[config.mk]
export PLATFORM = sky130hd
export DESIGN_NAME = nmea_sentence_field_extractor_flat
export DESIGN_NICKNAME = d
export VERILOG_FILES = /design/src/rtl/core/nsfe_pkg.sv /design/src/rtl/core/nsfe_if.sv /design/src/rtl/core/nmea_sentence_field_extractor.sv /design/src/flat_wrapper.sv
export VERILOG_INCLUDE_DIRS = /design/src /design/src/rtl/core
export SDC_FILE = /design/constraint.sdc
export NUM_CORES = 1
export LEC_CHECK = 0
export ABC_CLOCK_PERIOD_IN_PS = 7350
export BUFFER_PORTS_ARGS = -buffer_cell sky130_fd_sc_hd__buf_2
export CAP_MARGIN = 25
export CORE_UTILIZATION = 27
export DETAILED_ROUTE_END_ITERATION = 10
export PLACE_DENSITY = 0.52
export SKIP_CTS_REPAIR_TIMING = 1
export SLEW_MARGIN = 25
export SYNTH_ARGS = -nofsm -noshare
export SYNTH_HDL_FRONTEND = slang
export SYNTH_SLANG_ARGS = --single-unit
[constraint.sdc]
create_clock -name clk -period 7.35 [get_ports clk]
set_input_delay 0.735 -clock clk [delete_from_list [all_inputs] [get_ports clk]]
set_output_delay 0.735 -clock clk [all_outputs]
set_load 0.005 [all_outputs]
[src/rtl/core/nmea_sentence_field_extractor_defines.svh]
// ---------------------------------------------------------------------------
// NMEA field extractor assertion macros
// Property check wrappers; compiled out when SYNTH is defined.
// ---------------------------------------------------------------------------
`ifndef NMEA_SENTENCE_FIELD_EXTRACTOR_DEFINES_SVH
`define NMEA_SENTENCE_FIELD_EXTRACTOR_DEFINES_SVH

`ifndef SYNTH
// checked property, masked while reset is high
`define NSFE_ASSERT(lbl, clk, rst, prop, msg) \
  lbl: assert property (@(posedge clk) disable iff (rst) prop) else $error(msg);
// checked property, live through reset
`define NSFE_ASSERT_NORST(lbl, clk, prop, msg) \
  lbl: assert property (@(posedge clk) prop) else $error(msg);
`else
`define NSFE_ASSERT(lbl, clk, rst, prop, msg)
`define NSFE_ASSERT_NORST(lbl, clk, prop, msg)
`endif

`endif

[src/rtl/core/nsfe_pkg.sv]
// ---------------------------------------------------------------------------
// NMEA field extractor package
// Shared widths, character codes, field ids and field decode.
// ---------------------------------------------------------------------------
package nsfe_pkg;

  localparam int HEADER_LEN = 5;
  localparam int HDR_IDX_W  = $clog2(HEADER_LEN);
  localparam int CFG_IDX_W  = 1;

  // configuration register indexes
  localparam logic [CFG_IDX_W-1:0] REG_TALKER_FIRST  = 1'd0;
  localparam logic [CFG_IDX_W-1:0] REG_TALKER_SECOND = 1'd1;

  localparam logic [7:0] TALKER_FIRST_RST  = 8'd71; // 'G'
  localparam logic [7:0] TALKER_SECOND_RST = 8'd78; // 'N'

  // characters
  localparam logic [7:0] CH_DOLLAR = 8'h24;
  localparam logic [7:0] CH_COMMA  = 8'h2C;
  localparam logic [7:0] CH_STAR   = 8'h2A;
  localparam logic [7:0] CH_V      = 8'h56;
  localparam logic [7:0] CH_G      = 8'h47;
  localparam logic [7:0] CH_A      = 8'h41;
  localparam logic [7:0] CH_S      = 8'h53;
  localparam logic [7:0] CH_R      = 8'h52;
  localparam logic [7:0] CH_M      = 8'h4D;
  localparam logic [7:0] CH_C      = 8'h43;

  // completion bits
  localparam logic [2:0] DONE_GGA = 3'h1;
  localparam logic [2:0] DONE_GSV = 3'h2;
  localparam logic [2:0] DONE_RMC = 3'h4;

  // field ids
  localparam logic [3:0] FLD_LAT    = 4'd0;
  localparam logic [3:0] FLD_LATDIR = 4'd1;
  localparam logic [3:0] FLD_LON    = 4'd2;
  localparam logic [3:0] FLD_LONDIR = 4'd3;
  localparam logic [3:0] FLD_FIX    = 4'd4;
  localparam logic [3:0] FLD_USED   = 4'd5;
  localparam logic [3:0] FLD_ALT    = 4'd6;
  localparam logic [3:0] FLD_TOTAL  = 4'd7;
  localparam logic [3:0] FLD_TIME   = 4'd8;
  localparam logic [3:0] FLD_SPEED  = 4'd9;
  localparam logic [3:0] FLD_COURSE = 4'd10;
  localparam logic [3:0] FLD_DATE   = 4'd11;

  typedef enum logic [2:0] {
    MODE_IDLE = 3'b001,
    MODE_HDR  = 3'b010,
    MODE_DATA = 3'b100
  } mode_t;

  typedef enum logic [1:0] {
    KIND_NONE = 2'd0,
    KIND_GGA  = 2'd1,
    KIND_GSV  = 2'd2,
    KIND_RMC  = 2'd3
  } kind_t;

  typedef struct packed {
    logic       hit;
    logic [3:0] id;
    logic [3:0] limit;
  } field_t;

  function automatic field_t field_lookup(kind_t kind, logic [7:0] comma);
    field_t f;
    f = '{hit: 1'b0, id: 4'd0, limit: 4'd0};
    case (kind)
      KIND_GGA: begin
        case (comma)
          8'd2:    f = '{1'b1, FLD_LAT,    4'd9};
          8'd3:    f = '{1'b1, FLD_LATDIR, 4'd1};
          8'd4:    f = '{1'b1, FLD_LON,    4'd10};
          8'd5:    f = '{1'b1, FLD_LONDIR, 4'd1};
          8'd6:    f = '{1'b1, FLD_FIX,    4'd1};
          8'd7:    f = '{1'b1, FLD_USED,   4'd2};
          8'd9:    f = '{1'b1, FLD_ALT,    4'd6};
          default: f = '{1'b0, 4'd0, 4'd0};
        endcase
      end
      KIND_GSV: begin
        if (comma == 8'd3) f = '{1'b1, FLD_TOTAL, 4'd2};
      end
      KIND_RMC: begin
        case (comma)
          8'd1:    f = '{1'b1, FLD_TIME,   4'd6};
          8'd4:    f = '{1'b1, FLD_LATDIR, 4'd1};
          8'd6:    f = '{1'b1, FLD_LONDIR, 4'd1};
          8'd7:    f = '{1'b1, FLD_SPEED,  4'd5};
          8'd8:    f = '{1'b1, FLD_COURSE, 4'd5};
          8'd9:    f = '{1'b1, FLD_DATE,   4'd6};
          default: f = '{1'b0, 4'd0, 4'd0};
        endcase
      end
      default: f = '{1'b0, 4'd0, 4'd0};
    endcase
    return f;
  endfunction

endpackage

[src/rtl/core/nsfe_if.sv]
// ---------------------------------------------------------------------------
// NMEA field extractor channels
// Byte input, result output and register write channels.
// ---------------------------------------------------------------------------
interface nsfe_in_if;
  logic       valid;
  logic       ready;
  logic [7:0] rx_byte;

  modport source (output valid, output rx_byte, input ready);
  modport sink   (input valid, input rx_byte, output ready);
endinterface

interface nsfe_out_if;
  logic       valid;
  logic       ready;
  logic       write_valid;
  logic [3:0] field_id;
  logic [3:0] char_pos;
  logic [7:0] char_value;
  logic       sentence_start;
  logic [2:0] complete_mask;
  logic [7:0] lock_value;

  modport source (output valid, output write_valid, output field_id, output char_pos,
                  output char_value, output sentence_start, output complete_mask,
                  output lock_value, input ready);
  modport sink   (input valid, input write_valid, input field_id, input char_pos,
                  input char_value, input sentence_start, input complete_mask,
                  input lock_value, output ready);
endinterface

interface nsfe_cfg_if;
  logic                          valid;
  logic                          ready;
  logic [nsfe_pkg::CFG_IDX_W-1:0] index;
  logic [7:0]                    data;

  modport source (output valid, output index, output data, input ready);
  modport sink   (input valid, input index, input data, output ready);
endinterface

[src/rtl/core/nmea_sentence_field_extractor.sv]
// ---------------------------------------------------------------------------
// NMEA sentence field extractor
// Decodes GGA/GSV/RMC sentences a byte at a time into field character words.
// ---------------------------------------------------------------------------
// Usage:
//  - rx carries one received byte per word. Every accepted byte yields exactly
//    one result word on res, in order.
//  - res gives the character write (write_valid, field id, position, value),
//    a start-of-sentence flag, the sticky completion mask and the lock state.
//  - cfg writes the two talker letters (index 0 first, 1 second); always
//    ready, to be used only while the block is idle.
//  - A byte's result is registered in the single result register and shows in
//    the cycle after. Throughput: one byte per cycle while res is read.
//  - Stall: while a result is held unread, rx.ready is low; a result taken in
//    the same cycle frees the register, so back-to-back flow is kept.
//  - Reset (rst, synchronous): parser idle, counters and completion mask
//    cleared, lock state zero, talker letters back to 'G','N'. The header
//    capture store is not cleared; it is always written before it is read.
// ---------------------------------------------------------------------------
`include "nmea_sentence_field_extractor_defines.svh"

module nmea_sentence_field_extractor (
  input  logic        clk,
  input  logic        rst,
  nsfe_in_if.sink     rx,
  nsfe_out_if.source  res,
  nsfe_cfg_if.sink    cfg
);

  // talker registers
  logic [7:0] talker_first;
  logic [7:0] talker_second;

  // parser state
  nsfe_pkg::mode_t mode, mode_next;
  nsfe_pkg::kind_t kind, kind_next;
  logic [7:0] comma_count, comma_count_next;
  logic [7:0] char_count, char_count_next;
  logic [7:0] header_chars [nsfe_pkg::HEADER_LEN];
  logic [2:0] done_bits, done_bits_next;
  logic [7:0] lock_state, lock_state_next;

  // decode
  logic           accept;
  logic [7:0]     b;
  logic           hdr_store;
  nsfe_pkg::kind_t hdr_kind;
  nsfe_pkg::field_t fld;
  logic           wr;

  assign accept    = rx.valid && rx.ready;
  assign b         = rx.rx_byte;
  assign rx.ready  = !res.valid || res.ready;
  assign cfg.ready = 1'b1;

  // header store fires for plain bytes inside the first five header slots
  assign hdr_store = (b != nsfe_pkg::CH_DOLLAR) && (b != nsfe_pkg::CH_COMMA) &&
                     (b != nsfe_pkg::CH_STAR) && (mode == nsfe_pkg::MODE_HDR) &&
                     (char_count < 8'(nsfe_pkg::HEADER_LEN));

  // match uses the stored four bytes plus the byte arriving now as the fifth
  always_comb begin
    hdr_kind = nsfe_pkg::KIND_NONE;
    if (header_chars[0] == talker_first && header_chars[1] == talker_second) begin
      if (header_chars[2] == nsfe_pkg::CH_G && header_chars[3] == nsfe_pkg::CH_G &&
          b == nsfe_pkg::CH_A) begin
        hdr_kind = nsfe_pkg::KIND_GGA;
      end else if (header_chars[2] == nsfe_pkg::CH_G && header_chars[3] == nsfe_pkg::CH_S &&
                   b == nsfe_pkg::CH_V) begin
        hdr_kind = nsfe_pkg::KIND_GSV;
      end else if (header_chars[2] == nsfe_pkg::CH_R && header_chars[3] == nsfe_pkg::CH_M &&
                   b == nsfe_pkg::CH_C) begin
        hdr_kind = nsfe_pkg::KIND_RMC;
      end
    end
  end

  assign fld = nsfe_pkg::field_lookup(kind, comma_count);

  always_comb begin
    mode_next        = mode;
    kind_next        = kind;
    comma_count_next = comma_count;
    char_count_next  = char_count;
    done_bits_next   = done_bits;
    lock_state_next  = lock_state;
    wr               = 1'b0;
    if (b == nsfe_pkg::CH_DOLLAR) begin
      kind_next       = nsfe_pkg::KIND_NONE;
      mode_next       = nsfe_pkg::MODE_HDR;
      char_count_next = 8'd0;
    end else if (b == nsfe_pkg::CH_COMMA) begin
      comma_count_next = comma_count + 8'd1;
      char_count_next  = 8'd0;
    end else if (b == nsfe_pkg::CH_STAR) begin
      case (kind)
        nsfe_pkg::KIND_GGA: done_bits_next = done_bits | nsfe_pkg::DONE_GGA;
        nsfe_pkg::KIND_GSV: done_bits_next = done_bits | nsfe_pkg::DONE_GSV;
        nsfe_pkg::KIND_RMC: done_bits_next = done_bits | nsfe_pkg::DONE_RMC;
        default:            done_bits_next = done_bits;
      endcase
      mode_next = nsfe_pkg::MODE_IDLE;
    end else begin
      // matched header: count restarts and then takes this byte, so ends at 1
      char_count_next = char_count + 8'd1;
      if (hdr_store && char_count == 8'(nsfe_pkg::HEADER_LEN - 1) &&
          hdr_kind != nsfe_pkg::KIND_NONE) begin
        kind_next        = hdr_kind;
        mode_next        = nsfe_pkg::MODE_DATA;
        comma_count_next = 8'd0;
        char_count_next  = 8'd1;
      end else if (mode == nsfe_pkg::MODE_DATA) begin
        if (kind == nsfe_pkg::KIND_RMC && comma_count == 8'd2) begin
          // RMC status: lock only, no write
          if (char_count == 8'd0) begin
            lock_state_next = (b == nsfe_pkg::CH_V) ? 8'd0 : 8'd1;
          end
        end else if (fld.hit && char_count < {4'd0, fld.limit}) begin
          wr = 1'b1;
          if (kind == nsfe_pkg::KIND_GGA && fld.id == nsfe_pkg::FLD_FIX) begin
            lock_state_next = b;
          end
        end
      end
    end
  end

  // configuration
  always_ff @(posedge clk) begin
    if (rst) begin
      talker_first  <= nsfe_pkg::TALKER_FIRST_RST;
      talker_second <= nsfe_pkg::TALKER_SECOND_RST;
    end else if (cfg.valid && cfg.ready) begin
      case (cfg.index)
        nsfe_pkg::REG_TALKER_FIRST:  talker_first  <= cfg.data;
        nsfe_pkg::REG_TALKER_SECOND: talker_second <= cfg.data;
        default: ;
      endcase
    end
  end

  // header capture store, no reset
  always_ff @(posedge clk) begin
    if (accept && hdr_store) begin
      header_chars[char_count[nsfe_pkg::HDR_IDX_W-1:0]] <= b;
    end
  end

  // parser state
  always_ff @(posedge clk) begin
    if (rst) begin
      mode        <= nsfe_pkg::MODE_IDLE;
      kind        <= nsfe_pkg::KIND_NONE;
      comma_count <= 8'd0;
      char_count  <= 8'd0;
      done_bits   <= 3'd0;
      lock_state  <= 8'd0;
    end else if (accept) begin
      mode        <= mode_next;
      kind        <= kind_next;
      comma_count <= comma_count_next;
      char_count  <= char_count_next;
      done_bits   <= done_bits_next;
      lock_state  <= lock_state_next;
    end
  end

  // result register
  always_ff @(posedge clk) begin
    if (rst) begin
      res.valid <= 1'b0;
    end else if (accept) begin
      res.valid <= 1'b1;
    end else if (res.ready) begin
      res.valid <= 1'b0;
    end
  end

  always_ff @(posedge clk) begin
    if (accept) begin
      res.write_valid    <= wr;
      res.field_id       <= wr ? fld.id : 4'd0;
      res.char_pos       <= wr ? char_count[3:0] : 4'd0;
      res.char_value     <= wr ? b : 8'd0;
      res.sentence_start <= (b == nsfe_pkg::CH_DOLLAR);
      res.complete_mask  <= done_bits_next;
      res.lock_value     <= lock_state_next;
    end
  end

  // checks
  `NSFE_ASSERT(a_write_in_data, clk, rst, res.valid && res.write_valid |-> mode == nsfe_pkg::MODE_DATA, "field write outside data mode")
  `NSFE_ASSERT(a_done_sticky, clk, rst, 1'b1 |=> ((done_bits & $past(done_bits)) == $past(done_bits)), "completion bit lost")
  `NSFE_ASSERT(a_stall_blocks_rx, clk, rst, res.valid && !res.ready |-> !rx.ready, "byte taken while result stalled")
  `NSFE_ASSERT_NORST(a_reset_clears, clk, rst |=> (mode == nsfe_pkg::MODE_IDLE && done_bits == 3'd0 && !res.valid), "reset did not clear parser")

endmodule

[src/flat_wrapper.sv]
// flat-port wrapper written by rule: the top's interface ports become plain ports
module nmea_sentence_field_extractor_flat 
  (clk, rst, rx_valid, rx_rx_byte, rx_ready, res_valid, res_write_valid, res_field_id, res_char_pos, res_char_value, res_sentence_start, res_complete_mask, res_lock_value, res_ready, cfg_valid, cfg_index, cfg_data, cfg_ready);
  nsfe_in_if rx_i ();
  nsfe_out_if res_i ();
  nsfe_cfg_if cfg_i ();
  input  logic clk;
  input  logic rst;
  input wire logic [$bits(rx_i.valid)-1:0] rx_valid;
  input wire logic [$bits(rx_i.rx_byte)-1:0] rx_rx_byte;
  output wire logic [$bits(rx_i.ready)-1:0] rx_ready;
  output wire logic [$bits(res_i.valid)-1:0] res_valid;
  output wire logic [$bits(res_i.write_valid)-1:0] res_write_valid;
  output wire logic [$bits(res_i.field_id)-1:0] res_field_id;
  output wire logic [$bits(res_i.char_pos)-1:0] res_char_pos;
  output wire logic [$bits(res_i.char_value)-1:0] res_char_value;
  output wire logic [$bits(res_i.sentence_start)-1:0] res_sentence_start;
  output wire logic [$bits(res_i.complete_mask)-1:0] res_complete_mask;
  output wire logic [$bits(res_i.lock_value)-1:0] res_lock_value;
  input wire logic [$bits(res_i.ready)-1:0] res_ready;
  input wire logic [$bits(cfg_i.valid)-1:0] cfg_valid;
  input wire logic [$bits(cfg_i.index)-1:0] cfg_index;
  input wire logic [$bits(cfg_i.data)-1:0] cfg_data;
  output wire logic [$bits(cfg_i.ready)-1:0] cfg_ready;
  assign rx_i.valid = rx_valid;
  assign rx_i.rx_byte = rx_rx_byte;
  assign rx_ready = rx_i.ready;
  assign res_valid = res_i.valid;
  assign res_write_valid = res_i.write_valid;
  assign res_field_id = res_i.field_id;
  assign res_char_pos = res_i.char_pos;
  assign res_char_value = res_i.char_value;
  assign res_sentence_start = res_i.sentence_start;
  assign res_complete_mask = res_i.complete_mask;
  assign res_lock_value = res_i.lock_value;
  assign res_i.ready = res_ready;
  assign cfg_i.valid = cfg_valid;
  assign cfg_i.index = cfg_index;
  assign cfg_i.data = cfg_data;
  assign cfg_ready = cfg_i.ready;
  nmea_sentence_field_extractor u_core (.clk(clk), .rst(rst), .rx(rx_i), .res(res_i), .cfg(cfg_i));
endmodule
Yosys cells after proc, flatten, opt, wreduce, memory -nomap -nowiden:

Memories as Yosys holds them, arrays and structs flattened.
Index checks and enable logic that the tools add are counted.

* bits in writable memories: 40
* output and inout bits: 32
* flip-flop bits (word level): 78
* input bits: 22
* memories kept: 1

* equal/unequal tests: 36
* multiplexer cells: 48
* reductions and logical operators: 32
* $lt $le $gt $ge: 2
* add/subtract/negate cells: 2
* bitwise logic cells: 2

Memories
* u_core.header_chars: words 5, width 8, rd ports 4, clocked after Yosys merged registers in 0, write ports 1, RTL line nmea_sentence_field_extractor.sv:39 `logic [7:0] header_chars [nsfe_pkg::HEADER_LEN];`

Operator list (count)
* $mux 8: 16
* $eq 8x7->1 const B: 8
* $pmux 9 s7: 1
* $pmux 9 s6: 1
* $eq 8x3->1 const B: 5
* $pmux 9 s3: 1
* $eq 8x6->1 const B: 3
* $ne 8x6->1 const B: 3
* $mux 3: 7
* $logic_and 1x1->1: 18
* $add 8x1->8 const B: 2
* $eq 8x2->1 const B: 2
* $eq 8x4->1 const B: 2
* $eq 8x8->1: 2
* $mux 2: 8
* $mux 1: 12
* $mux 9: 1
* $pmux 3 s3: 1
* $eq 8x1->1 const B: 1
* $logic_not 8->1: 1
* $lt 8x3->1 const B: 1
* $lt 8x4->1: 1
* $reduce_and 4->1: 2
* $reduce_bool 2->1: 4
* 14 further kinds: 19

Logic depth before layout (Yosys ltp):

Gate-level depths: netlist of run 1.
An unclocked memory read counts as a cell.

* word-level depth: 14
* mapped depth: 16
* gate-level depth less buffers: 14

Worst setup path before layout of run 1:

No wires, ideal clock.

* kind: input port to flip-flop
* start: input res_ready
* end: memory u_core.header_chars[0][0] (enable)
* arrival time: 3089 ps
* slack: 3877 ps
* setup time: 383 ps
* stages: 6
* cells stage by stage: nand2b_1 -> nand2_1 -> inv_1 -> clkbuf_1 -> nand3_1 -> nor3_1

* cells in the longest elaborated chain, start to end: 5

Ends and longest elaborated chain
* start, declared: RTL line flat_wrapper.sv:20 `input wire logic [$bits(res_i.ready)-1:0] res_ready;`
* $logic_or 1x1->1: RTL line nmea_sentence_field_extractor.sv:53 `assign rx.ready = !res.valid || res.ready;`
* $logic_and 1x1->1: RTL line nmea_sentence_field_extractor.sv:51 `assign accept = rx.valid && rx.ready;`
* named net u_core.accept: RTL line nmea_sentence_field_extractor.sv:44 `logic accept;`
* $logic_and 1x1->1: RTL line nmea_sentence_field_extractor.sv:144 `if (accept && hdr_store) begin`
* $mux 1: RTL line nmea_sentence_field_extractor.sv:144
* $mux 1 (implied by the code): RTL line nmea_sentence_field_extractor.sv:145 `header_chars[char_count[nsfe_pkg::HDR_IDX_W-1:0]] <= b;`
* end, declared: RTL line nmea_sentence_field_extractor.sv:39

The timed path passes the listed nets, and every way through them passes these cells.

Worst setup path after layout of run 1:

* start: register u_core.comma_count[0]
* end: register u_core.res.field_id[3], data pin

* cells in the longest elaborated chain, start to end: 12
* elaborated cells on any way between the ends: 23
* those cells by class: 1 x order compare; 9 x eq/ne; 11 x mux; 2 x reduce/logical

Ends and longest elaborated chain
* start, declared: RTL line nmea_sentence_field_extractor.sv:37 `logic [7:0] comma_count, comma_count_next;`
* start signal, assigned: RTL line nmea_sentence_field_extractor.sv:161 `comma_count <= comma_count_next;`
* $eq 8x4->1, or another cell as far along: RTL line nsfe_pkg.sv:73, nsfe_pkg.sv:88
* $pmux 9 s7, or another cell as far along: RTL line nsfe_pkg.sv:73 `case (comma)`
* $pmux 9 s3: RTL line nsfe_pkg.sv:71 `case (kind)`
* $lt 8x4->1: RTL line nmea_sentence_field_extractor.sv:118 `end else if (fld.hit && char_count < {4'd0, fld.limit}) begin`
* $logic_and 1x1->1: RTL line nmea_sentence_field_extractor.sv:118
* $mux 1: RTL line nmea_sentence_field_extractor.sv:118
* $mux 1: RTL line nmea_sentence_field_extractor.sv:113 `if (kind == nsfe_pkg::KIND_RMC && comma_count == 8'd2) begin`
* $mux 1: RTL line nmea_sentence_field_extractor.sv:112 `end else if (mode == nsfe_pkg::MODE_DATA) begin`
* $mux 1: RTL line nmea_sentence_field_extractor.sv:106 `if (hdr_store && char_count == 8'(nsfe_pkg::HEADER_LEN - 1) &&`
* $mux 1: RTL line nmea_sentence_field_extractor.sv:95 `end else if (b == nsfe_pkg::CH_STAR) begin`
* $mux 1: RTL line nmea_sentence_field_extractor.sv:92 `end else if (b == nsfe_pkg::CH_COMMA) begin`
* $mux 1: RTL line nmea_sentence_field_extractor.sv:88 `if (b == nsfe_pkg::CH_DOLLAR) begin`
* end signal, assigned: RTL line nmea_sentence_field_extractor.sv:182 `res.field_id <= wr ? fld.id : 4'd0;`
* end, declared: RTL line nsfe_if.sv:25 `modport source (output valid, output write_valid, output field_id, output char_pos,`

Several ways; a longest one is shown, not always the timed one.
A chain may end at the register's enable or synchronous reset.

==> metrics.cfg, run 1 <==
[clock_tree]
clock_sinks=110
cts_tree=yes
insertion_delay_ps=360
clk_pin_slew_ps=80
cts_buffers=9
ctsRootBufferMaster=clkbuf_16
cts_buffer_depth=2
htreeDepth=3

[synthesis]
syn-instance-count=517
yosysTopAreaCell=edfxtp_1
ys_async_sr_fraction_pct=0
synth_cell_type_count=69
synth_seq_cells=110
synth_fp_nets=549
yosys-top-cells-area=edfxtp_1 34%, dfxtp_1 18%, nand2_1 3.1%
synth_warnings=0
seq_area_frac_synth_pct=52.0
synth_area_sq_um=5410
synthFlopType=edfxtp_1
post-synth-top-area-fraction_pct=33.9
avgSynthCellArea_sq_um=10.5
synth_edf_count=61

[routing]
viasPerCell=5.03
drtIter0Drc=320
drc_errors=0
highest_layer=met4
wl_per_cell_um=16.9
first_pass_iters=5
wirelength_met1_mm=6.49
wl_met2_mm=6.59
postRouteAntennaNets=0
vias=4151
dr_wl_met3_um=579
routed_wl_mm=13.9

[cells_and_area]
design_area_sq_um=6220
fin_nets=587
drive_above_1_share_pct=15.5
n_antenna_cell=0
area_growth_pct=15.0

[timing]
period_needed_ps=4030
hold_viol_final=0
fin_crit_sh_pct=54.8
finClkSkew_ps=9.17
max_slew_margin_pct=32.9
rsz0062_at_grt=no
finalSetupViolCount=0
max_freq_mhz=248
slew_viol_final=0
fin_tns_setup_ps=0
worst_pin_slew_ps=997

[pwr]
clkPwrFrac_pct=41.4
pwr-share-seq_pct=53.1
leakagePower_nw=2.24
combPwrFrac_pct=5.4
swShare_pct=23.8
ir_drop_uv=102
p_sw_uw=300
power.internal_uw=961
powerDensity_nw_per_um2=203

[critical_path]
path_class=flip-flop to flip-flop
slowest_delay_ps=630
critPathMaxFanout=17
timing.rr.start=u_core.comma_count[0]
cp-start-kind=flip-flop
worst_ep_arrival_time_ps=4260
required_ps=7580
r2r_end=u_core.res.field_id[3]
reg2reg_depth=14
slowest_stage=o311a_1
cp_cell_sequence=inv_1, ha_1, or2_2, nand3_1, a2bb2oi_1, inv_1, a311oi_1, ha_1, o211a_1, o311ai_0, a211oi_1, nor4b_2, o311a_1, and4b_1
r2r_slack_ps=3320
crit_family=compound AO/OA/AOI/OAI gates
crit_buf_inv=2
cp-end-kind=flip-flop

[floorplan]
die_h_um=144
die_w_um=144
start_util_pct=27.7
core_sq_um=19500
num_io_pins=54
die_area_sq_um=20600
num_rows=51

[worst_hold_path]
min_path_cells=2
whs_endpoint=u_core.talker_second[4]
min-delay-start=u_core.talker_second[4]
hold_class=flip-flop to flip-flop

[global_route]
grt_pass1_vias=3993
antenna_found_initial=0
grt_max_degree=38
grt_first_pass_wirelength_mm=21.9
gr-total-overflow=0
track_usage_pct=14.1

[run]
cap_violations=0

[place]
dpl_cell_area_sq_um=5900
hpwl_mm=9.95
place_congestion=0.854
io_buffers=52

[run_status]
outcome=completed

Yosys cell counts (all sizes together), types with 3 or more instances:
cell type	count
buf	7
nor4b	4
a211oi	6
nand2b	8
ha	10
or4	4
mux2i	16
inv	15
nor2b	5
xnor2	17
a21oi	21
a22oi	3
o22ai	5
nor2	23
a31oi	3
o211a	6
xor2	4
o21ai	16
a21bo	3
nor4bb	3
o311ai	6
dfxtp	49
o31ai	9
nand2	45
and2	22
nand4	17
or3	5
nand3	26
nand3b	6
nor3b	5
edfxtp	61
nor3	18
and3	3
o21a	3
o2111ai	5
clkbuf	22
o211ai	4
nor4	5
kinds of logic after synthesis:
family / synth area share, %
AO/OA/AOI/OAI: 14.2
XOR/XNOR: 3.40
adder cells (fa/ha/maj): 2.31
buffers and inverters: 3.68
flip-flops: 52.0
multiplexers: 2.96
other: 0.0694
AND/OR/NAND/NOR: 21.3
how the worst max path moves through the flow:
stage | start | endpoint | slack [ps] | cells after the start
after floorplan | res_ready | u_core.header_chars[0][0] | 3880 | 6
after global placement | u_core.comma_count[0] | u_core.res.field_id[3] | 3450 | 14
after detailed placement | u_core.comma_count[0] | u_core.res.field_id[3] | 3290 | 13
after CTS | u_core.comma_count[0] | u_core.res.field_id[3] | 3290 | 14
after global routing | u_core.comma_count[0] | u_core.res.field_id[3] | 2980 | 13
final | u_core.comma_count[0] | u_core.res.field_id[3] | 3320 | 14
stage by stage:
| step | hold WS [ps] | utilization [%] | instances | setup slack [ps] | power, mW |
|---|---|---|---|---|---|
| after floorplan | 447 | - | 517 | 3880 | 0.718 |
| after global placement | 462 | 30.1 | 808 | 3450 | 0.752 |
| after detailed placement | 469 | 30.2 | 809 | 3290 | 0.754 |
| after CTS | 484 | 31.8 | 825 | 3290 | 1.28 |
| after global routing | 502 | 31.8 | 825 | 2980 | 1.31 |
| final | 480 | 31.8 | 825 | 3320 | 1.26 |
flip-flops by register name, indices dropped and copies added, names as in the netlist, 2 cells and up:
signal,flops
u_core.talker_first,8
u_core.header_chars,32
u_core.res.lock_value,8
u_core.res.char_pos,4
u_core.kind,2
u_core.char_count,8
u_core.res.char_value,8
u_core.comma_count,8
u_core.mode,3
u_core.res.field_id,4
u_core.talker_second,8
u_core.lock_state,8
u_core.res.complete_mask,3
u_core.done_bits,3
cell type report:
type	instances	area [sq um]
Timing Repair Buffer	56	288
Clock inverter	7	96.3
Clock buffer	9	225
Inverter	16	60.1
Fill cell	2016	13300
Sequential cell	110	2810
Multi-Input combinational cell	362	2400
Tap cell	265	332
power groups by stage:
stage | clock network, mW | logic [mW] | registers, mW
final | 0.522 | 0.0686 | 0.670
after CTS | 0.535 | 0.0696 | 0.671
after detailed placement | 0 | 0.0694 | 0.684
after global placement | 0 | 0.0681 | 0.684
after global routing | 0.557 | 0.0757 | 0.672
after floorplan | 0 | 0.0356 | 0.683
placed cells by master (no fill, tap or decap), types with 4 or more instances in the layout:
master	synthesis	layout
a211oi_1	6	6
a21oi_1	21	21
and2_1	21	21
buf_2	3	53
clkbuf_16	0	9
dfxtp_1	49	49
edfxtp_1	61	61
ha_1	10	10
inv_1	15	15
mux2i_1	16	16
nand2_1	45	45
nand2b_1	8	8
nand3_1	26	26
nand3b_1	6	6
nand4_1	17	17
nor2_1	23	23
nor2b_1	5	5
nor3_1	17	15
nor3b_1	5	5
nor4_1	4	4
o2111ai_1	5	5
o211a_1	6	6
o211ai_1	4	4
o21ai_0	14	14
o22ai_1	5	5
o311ai_0	4	4
o31ai_1	9	9
or3_1	5	5
xnor2_1	17	17
xor2_1	4	4
worst min-delay path: cells and delay by family, from the launching register on:
family,cells,cell delay [ps]
flip-flops,1,330
AND/OR/NAND/NOR,1,60
AO/OA/AOI/OAI,1,50
metal layers:
layer	vias up	GRT usage, %
li1	2014	-
met5	-	0
met2	108	22.4
met1	2007	18.4
met3	22	3.73
met4	0	5.04
Note: power is estimated with default switching activity, not from simulation.
==> run 2: changes to the inputs <==
- ABC_CLOCK_PERIOD_IN_PS: 7350 -> 4030
- clock period: 7.35 -> 4.03 ns (I/O delays scaled with it)
==> run 2 against run 1 <==
Against the previous run: final area increased by 0.30%; hold slack got worse by 200 ps; power increased by 76%; largest power group unchanged; highest routed layer unchanged; non-clock buffer count increased by 6; combinational power increased by 85%; largest cell class unchanged.
==> metrics.cfg, run 2 (synthesis gave the netlist of run 1 again) <==
[routing]
drtIter0Drc=259  ; -19%
first_pass_iters=4  ; -1
postRouteAntennaNets=0  ; unchanged
viasPerCell=4.94  ; -1.7%
vias=4109  ; -1.0%
routed_wl_mm=13.7  ; -1.5%
drc_errors=0  ; unchanged
wl_per_cell_um=16.5  ; -2.3%

[cells_and_area]
fin_nets=593  ; +1.0%
area_growth_pct=15.4
layout_commonest_cell=edfxtp_1
largest_reg_flops=32  ; unchanged
final_cell_mix=61 x edfxtp_1, 52 x buf_2, 49 x dfxtp_1, 45 x nand2_1, 26 x nand3_1
n_antenna_cell=0  ; unchanged
drive_above_1_share_pct=16.4  ; +0.90 points

[pwr]
pwr-share-seq_pct=55.0  ; +1.9 points
leakagePower_nw=2.26  ; +0.80%
power.internal_mw=1.69  ; +76%
combPwrFrac_pct=5.7  ; +0.3 points
ir_drop_uv=183  ; +79%
total_power_mw=2.22  ; +76%
p_sw_uw=535  ; +78%
swShare_pct=24.1  ; +0.26 points
powerDensity_nw_per_um2=357  ; +76%
clkPwrFrac_pct=39.3  ; -2.1 points

[floorplan]
num_rows=51  ; unchanged
die_h_um=144  ; unchanged
core_sq_um=19500  ; unchanged
die_w_um=144  ; unchanged
num_io_pins=54  ; unchanged
die_area_sq_um=20600  ; unchanged
start_util_pct=27.7  ; unchanged

[timing]
max_slew_margin_pct=42.9  ; +9.9 points
hold_viol_final=0  ; unchanged
max_freq_mhz=268  ; +7.9%
fin_crit_sh_pct=92.7  ; +38 points
finalSetupViolCount=0  ; unchanged
hold_ws_ps=279  ; -201 ps
rsz0062_at_grt=no
slew_viol_final=0  ; unchanged
period_needed_ps=3730  ; -296 ps
worst_pin_slew_ps=855  ; -142 ps
fin_tns_setup_ps=0  ; unchanged
finClkSkew_ps=9.55  ; +0.377 ps

[place]
io_buffers=52  ; unchanged
place_congestion=0.836  ; -2.1%
hpwl_mm=9.88  ; -0.75%

[global_route]
antenna_found_initial=0  ; unchanged
grt_pass1_vias=3934  ; -1.5%
grt_first_pass_wirelength_mm=21.6  ; -1.6%
gr-total-overflow=0  ; unchanged
grt_max_degree=39  ; +2.6%
track_usage_pct=13.9  ; -0.24 points

[clock_tree]
cts_buffer_depth=2  ; unchanged
htreeDepth=3  ; unchanged
clock_sinks=110  ; unchanged
cts_tree=yes
ctsRootBufferMaster=clkbuf_16
clk_pin_slew_ps=80  ; about the same
cts_buffers=9  ; unchanged
insertion_delay_ps=360  ; about the same

[worst_hold_path]
hold_class=input pin to flip-flop

[run]
cap_violations=0  ; unchanged

[critical_path]
cp-end-kind=flip-flop
path_class=flip-flop to flip-flop
required_ps=4250  ; -3330 ps
worst_ep_arrival_time_ps=3960  ; -300 ps
critPathMaxFanout=11  ; -6
cp-start-kind=flip-flop

[run_status]
outcome=completed

run 2: cell count changes in the layout (fill, tap and decap cells not counted):
cell and delta:
buf_2 -1, buf_4 +7, bufinv_16 -1, clkbuf_1 +1, clkinv_2 +1, clkinv_8 -1, clkinvlp_4 -1, inv_8 +1
nor3_1 -1, nor3_2 +1
run 2: path summary, 6_finish.rpt:
| check | depth (start not counted) | endpoint | slack [ps] | from |
|---|---|---|---|---|
| min reg2reg | 2 | u_core.talker_second[4] | 480 | u_core.talker_second[4] |
| max reg2reg | 14 | u_core.res.char_value[2] | 300 | u_core.comma_count[0] |
| max | 14 | u_core.res.char_value[2] | 300 | u_core.comma_count[0] |
| min | 3 | u_core.talker_first[1] | 280 | cfg_data[1] |
run 2: cell type report:
| type | instances | area [sq um] |
|---|---|---|
| clock buffer | 10 | 229 |
| clock inverter | 6 | 58.8 |
| fill | 2050 | 13300 |
| inverter | 16 | 60.1 |
| multi-input combinational | 362 | 2410 |
| sequential | 110 | 2810 |
| tap | 265 | 332 |
| timing repair buffer | 62 | 335 |
run 2: per-stage QoR:
step	util, %	cells	worst slack [ps]	instance area, sq um
floorplan	-	517	666	5410
global placement	30.4	815	452	5930
detailed placement	30.4	815	284	5940
CTS	31.9	831	271	6230
global route	31.9	831	2.78	6240
finish	31.9	831	295	6240
run 2: per-layer routing:
layer / track usage [%] / wire length [um] / vias to the layer above
li1: - / - / 2029
met1: 18.0 / 6510 / 2003
met2: 23.3 / 6730 / 69
met3: 3.20 / 369 / 8
met4: 3.19 / 104 / 0
met5: 0 / 0 / -
run 2: power by group through the flow:
stage,combinational [mW],clock [mW],sequential (mW)
finish,0.127,0.875,1.22
global route,0.141,0.941,1.23
CTS,0.130,0.902,1.22
detailed placement,0.129,0,1.25
global placement,0.126,0,1.25
floorplan,0.0650,0,1.25
run 2: worst max-delay path, stage by stage, from the launching register on:
cell and delay (ps):
dfxtp_1 420, inv_1 90, ha_1 280, or2_2 330, nand3_1 160, a2bb2oi_1 220
inv_1 90, a311oi_1 300, ha_1 300, a211oi_1 210, o21a_1 240, nor4b_2 260
o311a_1 340, buf_4 230, and2_1 150
